### config.mk
export PLATFORM = sky130hd
export DESIGN_NAME = mpls_label_stack_engine
export DESIGN_NICKNAME = d
export VERILOG_FILES = /design/src/rtl/core/mls_pkg.sv /design/src/rtl/core/mpls_label_stack_engine.sv /design/src/rtl/core/mls_ring_mem.sv /design/src/rtl/core/mls_seq.sv
export SDC_FILE = /design/constraint.sdc
export NUM_CORES = 1
export LEC_CHECK = 0
export CAP_MARGIN = 15
export CORE_MARGIN = 5
export CORE_UTILIZATION = 45
export CTS_CLUSTER_DIAMETER = 200
export CTS_CLUSTER_SIZE = 24
export DETAILED_ROUTE_END_ITERATION = 10
export DONT_BUFFER_PORTS = 1
export PLACE_DENSITY = 0.62
export SKIP_CTS_REPAIR_TIMING = 1
export SLEW_MARGIN = 20
export SYNTH_ARGS = -nofsm -noshare
export SYNTH_HDL_FRONTEND = slang
export SYNTH_SLANG_ARGS = --single-unit
### constraint.sdc
create_clock -name i_clk -period 7.2 [get_ports i_clk]
set_input_delay 0.36 -clock i_clk [delete_from_list [all_inputs] [get_ports i_clk]]
set_output_delay 0.36 -clock i_clk [all_outputs]
set_load 0.005 [all_outputs]
### src/rtl/core/mls_pkg.sv
`timescale 1ns / 1ps
// mls_pkg: shared types and constants for the MPLS label stack engine.
// No dependencies; imported by every module of the block except mls_ring_mem.
package mls_pkg;

    // Opcodes
    localparam logic [2:0] OP_PUSH  = 3'd0;
    localparam logic [2:0] OP_SWAP  = 3'd1;
    localparam logic [2:0] OP_POP   = 3'd2;
    localparam logic [2:0] OP_PEEK  = 3'd3;
    localparam logic [2:0] OP_SER   = 3'd4;
    localparam logic [2:0] OP_PARSE = 3'd5;

    // Result status codes
    localparam logic [1:0] ST_OK      = 2'd0;
    localparam logic [1:0] ST_FULL    = 2'd1;
    localparam logic [1:0] ST_EMPTY   = 2'd2;
    localparam logic [1:0] ST_IGNORED = 2'd3;

    localparam int BOS_BIT    = 8;   // bottom-of-stack flag in a shim word
    localparam int WORD_BYTES = 4;
    localparam int TALLY_MAX  = 63;

    typedef struct packed {
        logic [2:0]  opcode;
        logic [31:0] shim_word;
        logic        buffer_start;
        logic        buffer_end;
    } t_in_item;

    typedef struct packed {
        logic [31:0] data_word;
        logic        last;
        logic [3:0]  entry_count;
        logic        empty_res;
        logic        broken;
        logic [1:0]  status;
        logic [5:0]  parsed_bytes;
    } t_out_item;

endpackage

### src/rtl/core/mpls_label_stack_engine.sv
`timescale 1ns / 1ps
// mpls_label_stack_engine: top level of the MPLS label stack engine.
// Instantiates mls_seq and mls_ring_mem; uses mls_pkg types.
//
// A bounded stack of 32-bit MPLS shim words held in a ring memory
// with registered reads. Push, swap, peek and parse-word transactions
// need no memory read, since the top entry is cached in a register.
// A pop that leaves entries behind reads the new top back from the
// ring (state S_POP) before the result is issued. Serialize streams
// the stack top first, one word per cycle while the output has space,
// after a read lead-in; bit 8 is set on the bottom word, which carries
// last. The sequencer takes one input
// transaction at a time and holds the input channel while a pop or
// serialize read is in flight, so a write and a read of the same ring
// entry never overlap. Results pass through an output register with a
// skid stage: a new input transaction is taken while one result still
// waits downstream. Parse words are inserted below the current bottom;
// the parse ends at the first word with bit 8 set (stored with bit 8
// cleared, broken flag cleared), at buffer_end, or when the stack is
// full. The ring contents come up undefined after reset; only entries
// below the depth are ever read, so no clearing pass is needed.
module mpls_label_stack_engine #(
    parameter int STACK_DEPTH = 8
) (
    input  logic               i_clk,
    input  logic               i_rst_n,
    input  logic               i_in_valid,
    output logic               o_in_ready,
    input  mls_pkg::t_in_item  i_in_item,
    output logic               o_out_valid,
    input  logic               i_out_ready,
    output mls_pkg::t_out_item o_out_item
);
    import mls_pkg::*;

    localparam int IW = (STACK_DEPTH > 1) ? $clog2(STACK_DEPTH) : 1;
    localparam int CW = $clog2(STACK_DEPTH + 1);

    logic          space;
    logic          emit;
    t_out_item     res;
    logic          wr_en;
    logic [IW-1:0] wr_addr;
    logic [31:0]   wr_data;
    logic          rd_en;
    logic [IW-1:0] rd_addr;
    logic [31:0]   rd_data;

    // output register plus skid stage
    logic          r_out_valid;
    t_out_item     r_out;
    logic          r_skid_valid;
    t_out_item     r_skid;
    logic          pop;

    mls_seq #(
        .N  (STACK_DEPTH),
        .IW (IW),
        .CW (CW)
    ) u_seq (
        .i_clk      (i_clk),
        .i_rst_n    (i_rst_n),
        .i_in_valid (i_in_valid),
        .o_in_ready (o_in_ready),
        .i_in_item  (i_in_item),
        .i_space    (space),
        .o_emit     (emit),
        .o_res      (res),
        .o_wr_en    (wr_en),
        .o_wr_addr  (wr_addr),
        .o_wr_data  (wr_data),
        .o_rd_en    (rd_en),
        .o_rd_addr  (rd_addr),
        .i_rd_data  (rd_data)
    );

    mls_ring_mem #(
        .DEPTH (STACK_DEPTH),
        .IW    (IW)
    ) u_ring (
        .i_clk     (i_clk),
        .i_wr_en   (wr_en),
        .i_wr_addr (wr_addr),
        .i_wr_data (wr_data),
        .i_rd_en   (rd_en),
        .i_rd_addr (rd_addr),
        .o_rd_data (rd_data)
    );

    // a new result always fits while the skid stage is empty
    assign space = !r_skid_valid;
    assign pop   = r_out_valid && i_out_ready;

    always_ff @(posedge i_clk) begin
        if (!i_rst_n) begin
            r_out_valid  <= 1'b0;
            r_skid_valid <= 1'b0;
        end else if (pop) begin
            if (r_skid_valid) begin
                r_out_valid  <= 1'b1;
                r_skid_valid <= emit;
            end else begin
                r_out_valid  <= emit;
            end
        end else if (emit) begin
            if (r_out_valid) begin
                r_skid_valid <= 1'b1;
            end else begin
                r_out_valid  <= 1'b1;
            end
        end
    end

    always_ff @(posedge i_clk) begin
        if (pop) begin
            if (r_skid_valid) begin
                r_out <= r_skid;
                if (emit) begin
                    r_skid <= res;
                end
            end else if (emit) begin
                r_out <= res;
            end
        end else if (emit) begin
            if (r_out_valid) begin
                r_skid <= res;
            end else begin
                r_out <= res;
            end
        end
    end

    assign o_out_valid = r_out_valid;
    assign o_out_item  = r_out;

endmodule

### src/rtl/core/mls_ring_mem.sv
`timescale 1ns / 1ps
// mls_ring_mem: entry ring storage, one write and one read port,
// registered read data. No package dependencies.
module mls_ring_mem #(
    parameter int DEPTH = 8,
    parameter int IW    = 3
) (
    input  logic          i_clk,
    input  logic          i_wr_en,
    input  logic [IW-1:0] i_wr_addr,
    input  logic [31:0]   i_wr_data,
    input  logic          i_rd_en,
    input  logic [IW-1:0] i_rd_addr,
    output logic [31:0]   o_rd_data
);
    logic [31:0] r_mem [DEPTH];
    logic [31:0] r_rd_data;

    always_ff @(posedge i_clk) begin
        if (i_wr_en) begin
            r_mem[i_wr_addr] <= i_wr_data;
        end
        // read data holds until the next read
        if (i_rd_en) begin
            r_rd_data <= r_mem[i_rd_addr];
        end
    end

    assign o_rd_data = r_rd_data;

endmodule

### src/rtl/core/mls_seq.sv
`timescale 1ns / 1ps
// mls_seq: stack sequencer. Holds the stack pointers, parse state and a
// cached top word; drives the ring memory ports. Depends on mls_pkg.
module mls_seq #(
    parameter int N  = 8,
    parameter int IW = 3,
    parameter int CW = 4
) (
    input  logic              i_clk,
    input  logic              i_rst_n,
    input  logic              i_in_valid,
    output logic              o_in_ready,
    input  mls_pkg::t_in_item i_in_item,
    input  logic              i_space,
    output logic              o_emit,
    output mls_pkg::t_out_item o_res,
    output logic              o_wr_en,
    output logic [IW-1:0]     o_wr_addr,
    output logic [31:0]       o_wr_data,
    output logic              o_rd_en,
    output logic [IW-1:0]     o_rd_addr,
    input  logic [31:0]       i_rd_data
);
    import mls_pkg::*;

    typedef enum logic [2:0] {
        S_IDLE = 3'b001,
        S_POP  = 3'b010,
        S_SER  = 3'b100
    } t_seq_state;

    localparam logic [CW-1:0] DEPTH_C = CW'(N);
    localparam logic [CW:0]   WRAP_C  = (CW+1)'(N);

    t_seq_state    r_state, n_state;
    logic [IW-1:0] r_bottom, n_bottom;
    logic [CW-1:0] r_depth, n_depth;
    logic          r_broken, n_broken;
    logic          r_parse, n_parse;
    logic [5:0]    r_tally, n_tally;
    logic [31:0]   r_top, n_top;
    logic [IW-1:0] r_pos, n_pos;

    logic          accept;
    logic          full;
    logic          parse_on;
    logic [5:0]    tally_base;
    logic [IW-1:0] below_bottom;
    logic [31:0]   clean_word;
    logic [31:0]   res_data;
    logic          res_last;
    logic [1:0]    res_status;
    logic          ser_override;

    // ring slot = (base + off) mod N; both terms below N
    function automatic logic [IW-1:0] f_slot(input logic [IW-1:0] base,
                                             input logic [CW-1:0] off);
        logic [CW:0] s;
        s = (CW+1)'(base) + (CW+1)'(off);
        if (s >= WRAP_C) begin
            s = s - WRAP_C;
        end
        return IW'(s);
    endfunction

    assign o_in_ready   = (r_state == S_IDLE) && i_space;
    assign accept       = i_in_valid && o_in_ready;
    assign full         = (r_depth == DEPTH_C);
    assign parse_on     = r_parse || i_in_item.buffer_start;
    assign tally_base   = i_in_item.buffer_start ? 6'd0 : r_tally;
    assign below_bottom = (r_bottom == '0) ? IW'(N - 1) : r_bottom - IW'(1);
    assign clean_word   = i_in_item.shim_word & ~(32'd1 << BOS_BIT);

    always_comb begin
        n_state      = r_state;
        n_bottom     = r_bottom;
        n_depth      = r_depth;
        n_broken     = r_broken;
        n_parse      = r_parse;
        n_tally      = r_tally;
        n_top        = r_top;
        n_pos        = r_pos;
        o_wr_en      = 1'b0;
        o_wr_addr    = f_slot(r_bottom, r_depth);
        o_wr_data    = i_in_item.shim_word;
        o_rd_en      = 1'b0;
        o_rd_addr    = f_slot(r_bottom, r_depth - CW'(1));
        o_emit       = 1'b0;
        res_status   = ST_OK;
        ser_override = 1'b0;

        case (r_state)
            S_IDLE: begin
                if (accept) begin
                    case (i_in_item.opcode)
                        OP_PUSH: begin
                            o_emit = 1'b1;
                            if (full) begin
                                res_status = ST_FULL;
                            end else begin
                                o_wr_en = 1'b1;
                                n_depth = r_depth + CW'(1);
                                n_top   = i_in_item.shim_word;
                            end
                        end
                        OP_SWAP: begin
                            o_emit  = 1'b1;
                            o_wr_en = 1'b1;
                            n_top   = i_in_item.shim_word;
                            if (r_depth == '0) begin
                                o_wr_addr = r_bottom;
                                n_depth   = CW'(1);
                            end else begin
                                o_wr_addr = f_slot(r_bottom, r_depth - CW'(1));
                            end
                        end
                        OP_POP: begin
                            if (r_depth == '0) begin
                                o_emit     = 1'b1;
                                res_status = ST_EMPTY;
                            end else begin
                                n_depth = r_depth - CW'(1);
                                if (r_depth == CW'(1)) begin
                                    o_emit = 1'b1;
                                end else begin
                                    // new top comes back from the ring next cycle
                                    o_rd_en   = 1'b1;
                                    o_rd_addr = f_slot(r_bottom, r_depth - CW'(2));
                                    n_state   = S_POP;
                                end
                            end
                        end
                        OP_SER: begin
                            if (r_depth == '0) begin
                                o_emit     = 1'b1;
                                res_status = ST_EMPTY;
                            end else begin
                                o_rd_en = 1'b1;
                                n_pos   = IW'(r_depth - CW'(1));
                                n_state = S_SER;
                            end
                        end
                        OP_PARSE: begin
                            o_emit = 1'b1;
                            if (i_in_item.buffer_start) begin
                                n_broken = 1'b1;
                                n_parse  = 1'b1;
                                n_tally  = 6'd0;
                            end
                            if (!parse_on) begin
                                res_status = ST_IGNORED;
                            end else begin
                                n_tally = (tally_base > 6'(TALLY_MAX - WORD_BYTES)) ?
                                          6'(TALLY_MAX) : tally_base + 6'(WORD_BYTES);
                                if (full) begin
                                    n_parse    = 1'b0;
                                    res_status = ST_FULL;
                                end else begin
                                    o_wr_en   = 1'b1;
                                    o_wr_addr = below_bottom;
                                    o_wr_data = clean_word;
                                    n_bottom  = below_bottom;
                                    n_depth   = r_depth + CW'(1);
                                    if (r_depth == '0) begin
                                        n_top = clean_word;
                                    end
                                    if (i_in_item.shim_word[BOS_BIT]) begin
                                        n_broken = 1'b0;
                                        n_parse  = 1'b0;
                                    end
                                    if (i_in_item.buffer_end) begin
                                        n_parse = 1'b0;
                                    end
                                end
                            end
                        end
                        default: begin
                            // peek and unused codes
                            o_emit = 1'b1;
                            if (r_depth == '0) begin
                                res_status = ST_EMPTY;
                            end
                        end
                    endcase
                end
            end
            S_POP: begin
                if (i_space) begin
                    o_emit  = 1'b1;
                    n_top   = i_rd_data;
                    n_state = S_IDLE;
                end
            end
            S_SER: begin
                if (i_space) begin
                    o_emit       = 1'b1;
                    ser_override = 1'b1;
                    if (r_pos == '0) begin
                        n_state = S_IDLE;
                    end else begin
                        o_rd_en   = 1'b1;
                        o_rd_addr = f_slot(r_bottom, CW'(r_pos - IW'(1)));
                        n_pos     = r_pos - IW'(1);
                    end
                end
            end
            default: begin
                n_state = S_IDLE;
            end
        endcase

        if (ser_override) begin
            res_data = (r_pos == '0) ? (i_rd_data | (32'd1 << BOS_BIT)) : i_rd_data;
            res_last = (r_pos == '0);
        end else begin
            res_data = (n_depth == '0) ? 32'd0 : n_top;
            res_last = 1'b1;
        end
        // read address for the first serialize word
        if (r_state == S_IDLE && accept && i_in_item.opcode == OP_SER) begin
            o_rd_addr = f_slot(r_bottom, r_depth - CW'(1));
        end
    end

    always_comb begin
        o_res.data_word    = res_data;
        o_res.last         = res_last;
        o_res.entry_count  = 4'(n_depth);
        o_res.empty_res    = (n_depth == '0);
        o_res.broken       = n_broken;
        o_res.status       = res_status;
        o_res.parsed_bytes = n_tally;
    end

    always_ff @(posedge i_clk) begin
        if (!i_rst_n) begin
            r_state  <= S_IDLE;
            r_bottom <= '0;
            r_depth  <= '0;
            r_broken <= 1'b0;
            r_parse  <= 1'b0;
            r_tally  <= '0;
        end else begin
            r_state  <= n_state;
            r_bottom <= n_bottom;
            r_depth  <= n_depth;
            r_broken <= n_broken;
            r_parse  <= n_parse;
            r_tally  <= n_tally;
        end
    end

    always_ff @(posedge i_clk) begin
        r_top <= n_top;
        r_pos <= n_pos;
    end

endmodule

# Word level (Yosys, flattened, before mapping)
# Memory sizes are Yosys's and may differ from the RTL's. A register that Yosys moved wholly into a read port is not among the register bits.
# Index checks and enable logic that the tools add are counted.
# Widths: inputs -> output; s select.
dict set report word_totals {
  reg_bits 149
  latch_bits 0
  ramBits 256
  rom_bits 0
  input_bits 41
  output_inout_bits 49
  mem_count 1
}
dict set report op_classes {
  n_addsub 15
  n_mul 0
  n_div 0
  magnitude_cmp 5
  n_eq_ne 23
  n_shift 0
  mux 121
  bitwise 1
  n_reduce_logical 24
}
# name words width rd rd_ports_with_merged_regs wr line
set mem_list {}
lappend mem_list {u_ring.r_mem 8 32 1 1 1 mls_ring_mem.sv:16} ;# logic [31:0] r_mem [DEPTH];
# cell n
set ops {}
lappend ops {{$mux 47} 9}
lappend ops {{$mux 32} 8}
lappend ops {{$pmux 32 s3} 1}
lappend ops {{$mux 3} 29}
lappend ops {{$pmux 32 s2} 1}
lappend ops {{$mux 9} 6}
lappend ops {{$mux 1} 39}
lappend ops {{$mux 6} 6}
lappend ops {{$mux 4} 6}
lappend ops {{$pmux 3 s2} 4}
lappend ops {{$add 3x4->5} 4}
lappend ops {{$ge 5x4->1 const B} 4}
lappend ops {{$sub 3x1->3 const B} 6}
lappend ops {{$pmux 4 s4} 1}
lappend ops {{$ne 2x2->1 const B} 7}
lappend ops {{$ne 3x3->1 const B} 4}
lappend ops {{$eq 3x3->1 const B} 3}
lappend ops {{$logic_not 3->1} 3}
lappend ops {{$pmux 3 s3} 1}
lappend ops {{$logic_not 4->1} 2}
lappend ops {{$mux 2} 4}
lappend ops {{$pmux 1 s2} 4}
lappend ops {{$reduce_and 8->1} 1}
lappend ops {{$reduce_bool 2->1} 4}
lappend ops {{23 further kinds} 32}

# Logic depth before layout (Yosys ltp)
dict set report depth {
  ltp_word 12
  depth_mapped 16
  ltp_nobuf 13
}

# By module
# From an unflattened synthesis, not the netlist that was laid out.
dict set report hier_totals {
  cells_unflattened 1156
  area_unflattened_um2 18993.2
}
# module n_inst cells_each area_each_um2 seq_area_each_um2
set modules_own_cells {}
lappend modules_own_cells {mls_ring_mem 1 415 10786.6 8648.3}
lappend modules_own_cells {mls_seq 1 580 4584.4 1091.0}
lappend modules_own_cells {mpls_label_stack_engine 1 161 3622.2 2862.7}

# Least setup slack after synthesis
# No wires, ideal clock.
dict set report synth_timing {
  path_kind {register -> register}
  start {reg u_seq.r_depth[0]}
  end {mem u_ring.r_mem[5][0], enable pin}
  setup_time_ns 0.513
  t_arrival_ns 5.682
  required_ns 6.687
  setup_slack_ns 1.005
  path_stages_with_launch 10
  path_buffers 0
  cell_sequence {dfxtp_1 > inv_1 > ha_1 > fa_1 > xnor2_1 > nand2_1 > o21ai_0 > o211ai_1 > a41oi_1 > nor4b_1}
}
dict set report synth_via {
  elab_chain_len 8
}
# element line
set synth_rtl {}
lappend synth_rtl {{start, declared} mls_seq.sv:37} ;# logic [CW-1:0] r_depth, n_depth;
lappend synth_rtl {{start signal, assigned} mls_seq.sv:246} ;# r_depth <= n_depth;
lappend synth_rtl {{$sub 4x1->4, or another cell as far along} mls_seq.sv:114} ;# o_wr_addr = f_slot(r_bottom, r_depth - CW'(1));
lappend synth_rtl {{$add 3x4->5, or another cell as far along} mls_seq.sv:59} ;# s = (CW+1)'(base) + (CW+1)'(off);
lappend synth_rtl {{$ge 5x4->1, or another cell as far along} mls_seq.sv:60} ;# if (s >= WRAP_C) begin
lappend synth_rtl {{$mux 3, or another cell as far along} mls_seq.sv:60}
lappend synth_rtl {{$mux 3, or another cell as far along} mls_seq.sv:110} ;# if (r_depth == '0) begin
lappend synth_rtl {{$pmux 3 s2 / $mux 1 (equally long branches)} {mls_seq.sv:95, mls_seq.sv:92}}
lappend synth_rtl {{$mux 3 / $mux 1 (equally long branches)} {mls_seq.sv:94, mls_ring_mem.sv:20}}
lappend synth_rtl {{$mux 3 / $mux 1 (equally long branches)} {mls_seq.sv:92, mls_ring_mem.sv:21}}
lappend synth_rtl {{end, declared} mls_ring_mem.sv:16}
# Several ways; a longest one is shown, not always the timed one.

# Worst setup path in the final report
dict set report layout_timing {
  start {reg u_seq.r_depth[0]}
  end {mem u_ring.r_mem[3][12], enable pin}
}
# Same word-level chain as after synthesis.

==> results.sh <==
export IMPL_cts_root_buf="clkbuf_16"
export IMPL_dpl_cell_area_sq_um=19600
export IMPL_tightest_slew_ns=1.05
export IMPL_whs_ns=0.0174
export IMPL_max_freq_mhz=209
export IMPL_clock_sinks=437
export IMPL_max_cap_viol_count=0
export IMPL_hold_viol_final=0
export IMPL_drt_initial_drc_count=1051
export IMPL_clkLatencyLatePin_ns=0.57
export IMPL_syn_nets=1375
export IMPL_outcome="complete, no violations"
export IMPL_crit_path_max_fanout=23
export IMPL_antenna_found_initial=0
export IMPL_nNetsFinal=1384
export IMPL_slowest_stage="nor3_2"
export IMPL_viasPerCell=5.78
export IMPL_syn2layout_area_growth_pct=8.45
export IMPL_hold_path_class="in2reg"
export IMPL_synth_cell_types=68
export IMPL_num_antenna_cells=0
export IMPL_fin_area_sq_um=20600
export IMPL_syn_area_per_cell_sq_um=14.5
export IMPL_slew_headroom_pct=29.9
export IMPL_grt_pass1_vias=10452
export IMPL_synth_async_reset_ratio_pct=0
export IMPL_final_max_slew_viol_count=0
export IMPL_busiest_layer="met2"
export IMPL_leakage_nw=6.84
export IMPL_die_h_um=215
export IMPL_cts_buffer_depth=3
export IMPL_grt_start_max_net_pins=129
export IMPL_port_buffers=0
export IMPL_synth_ff_type="edfxtp_1"
export IMPL_wl_per_cell_um=22.6
export IMPL_synth_common_cells="385 x edfxtp_1, 197 x mux2i_1, 72 x nand2_1"
export IMPL_synth_most_common_cell="edfxtp_1"
export IMPL_cts_tree="done"
export IMPL_grt_usage_pct=17.3
export IMPL_power_density_nw_per_um2=335
export IMPL_antenna_left=0
export IMPL_num_rows=75
export IMPL_synth_cells=1313
export IMPL_netlist_area_leader_share_pct=60.9
export IMPL_cp_cell_sequence="inv_1, ha_1, inv_1, nor3_1, inv_1, nand2_1, o211ai_1, o221ai_1, nand2_1, nor3_2, buf_4"
export IMPL_dr_pass1_iters=5
export IMPL_grt_pass1_wl_mm=63.3
export IMPL_gp_congestion=0.895
export IMPL_critPathKind="reg2reg"
export IMPL_synthesis_area_sq_um=19000
export IMPL_drcViolationCount=0
export IMPL_finalCriticalPeriod_ns=4.78
export IMPL_setup_viol=0
export IMPL_drive_gt1_share_pct=8.82
export IMPL_yosysSeqAreaShare_pct=66.4
export IMPL_top_level_ports=90
export IMPL_met3_usage_pct=2.56
export IMPL_htreeDepth=1
export IMPL_crit_path_end_kind="flop"
export IMPL_routed_wirelength_mm=42.4
export IMPL_path_common_cell="inv_1"
export IMPL_post_route_period_util_pct=66.4
export IMPL_die_w_um=215
export IMPL_vdd_drop_max_uv=545
export IMPL_critPathLaunchType="flop"
export IMPL_initial_utilization_pct=45.4
export IMPL_die_area_sq_um=46400
export IMPL_critical_path_required_ns=7.41
export IMPL_yosysWarningCount=0
export IMPL_worst_clock_skew_ns=0.0286
export IMPL_route_vias_total=10840
export IMPL_core_area_sq_um=41900
export IMPL_cts_inserted_buffers=22
export IMPL_final_setup_tns_ns=0
export IMPL_yosysTopAreaCell="edfxtp_1"
export IMPL_clkSlewWorstSetupHoldPaths_ns=0.10
export IMPL_dp_hpwl_mm=25.2
export IMPL_rsz0062_at_grt="false"
export IMPL_slowest_delay_ns=0.84
export IMPL_ys_ff_latch=437
export IMPL_gr_usage_met2_pct=28.2
export IMPL_netlist_top_cells_area="edfxtp_1 61%, mux2i_1 10%, dfxtp_1 5.5%"
export IMPL_finalPower_mw=6.91
export IMPL_grt_util_met1_pct=24.8
export IMPL_cp_arrival_ns=4.99
export IMPL_synth_edf_count=385
export IMPL_grt_overflow_total=0
==> power by group <==
| part | switching [mW] | total (mW) | internal, mW |
|---|---|---|---|
| registers | 0.121 | 3.28 | 3.16 |
| clock network | 0.791 | 1.39 | 0.598 |
| logic | 1.26 | 2.24 | 0.980 |
==> cell type report <==
type	instances	area, sq um
well taps	539	674
inverters	58	218
multi-input cells	742	5790
fillers	3552	21300
clock inverters	2	50.0
clock buffers	38	611
repair buffers	61	651
flip-flops and latches	437	12600
==> worst paths after layout <==
| kind | cells after the start | slack (ns) | to | from |
|---|---|---|---|---|
| setup / recovery | 11 | 2.42 | u_ring.r_mem[3][12]$_DFFE_PP_ | u_seq.r_depth[0]$_SDFF_PN0_ |
| hold / removal | 3 | 0.02 | u_seq.r_top[0]$_DFF_P_ | i_in_item[2] |
| setup reg to reg | 11 | 2.42 | u_ring.r_mem[3][12]$_DFFE_PP_ | u_seq.r_depth[0]$_SDFF_PN0_ |
| hold reg to reg | 2 | 0.47 | u_seq.r_top[12]$_DFF_P_ | u_seq.r_top[12]$_DFF_P_ |
==> registers in the layout, summed over array words and instances (netlist names), 4 cells and up <==
name,cells
u_ring.o_rd_data,32
r_skid,47
o_out_item,47
u_seq.r_depth,4
u_seq.r_top,32
u_ring.r_mem,256
u_seq.r_tally,6
==> metrics by stage <==
stage | cells | utilization (%) | setup WS (ns)
after floorplan | 1313 | - | 1.01
after global placement | 1797 | 46.5 | 2.83
after detailed placement | 1802 | 46.8 | 2.54
after CTS | 1842 | 48.3 | 2.53
after global routing | 1877 | 49.2 | 2.17
final | 1877 | 49.2 | 2.42
==> worst max-delay path: cells and delay by family, from the launching register on <==
family | cells | cell delay [ns]
flip-flops | 1 | 0.41
AO/OA/AOI/OAI | 2 | 0.52
buffers and inverters | 4 | 1.19
adder cells (fa/ha/maj) | 1 | 0.42
AND/OR/NAND/NOR | 4 | 1.87
==> per-layer routing <==
layer	vias to the layer above	share of wire, %	wire length, um
met3	54	4.5	1920
li1	4995	-	-
met5	-	0	0
met1	5488	46	19500
met2	303	48	20100
met4	0	1.9	796
==> cell usage in the layout, fill, tap and decap left out, types with 23 or more instances in the layout <==
master	netlist	layout
inv_1	58	58
mux2i_1	197	197
dfxtp_1	52	52
mux2_2	34	34
a21oi_1	55	54
dlygate4sd3_1	0	34
a22o_1	29	29
a22oi_1	32	32
nor2_1	66	59
edfxtp_1	385	385
nand2_1	72	72
o21ai_0	24	23
o31ai_1	66	66
==> cells by family (layout without fill, tap and decap cells) <==
family          after synthesis  after routing  share of synthesized area [%]
buf+inv                     134            159                           4.00
simple gates                223            223                           5.70
xor+xnor                     10             10                          0.461
flops                       437            437                           66.4
mux                         231            231                           12.4
compound gates              257            257                           9.55
fa+ha+maj                    21             21                           1.54
(Power assumes the default switching activity.)
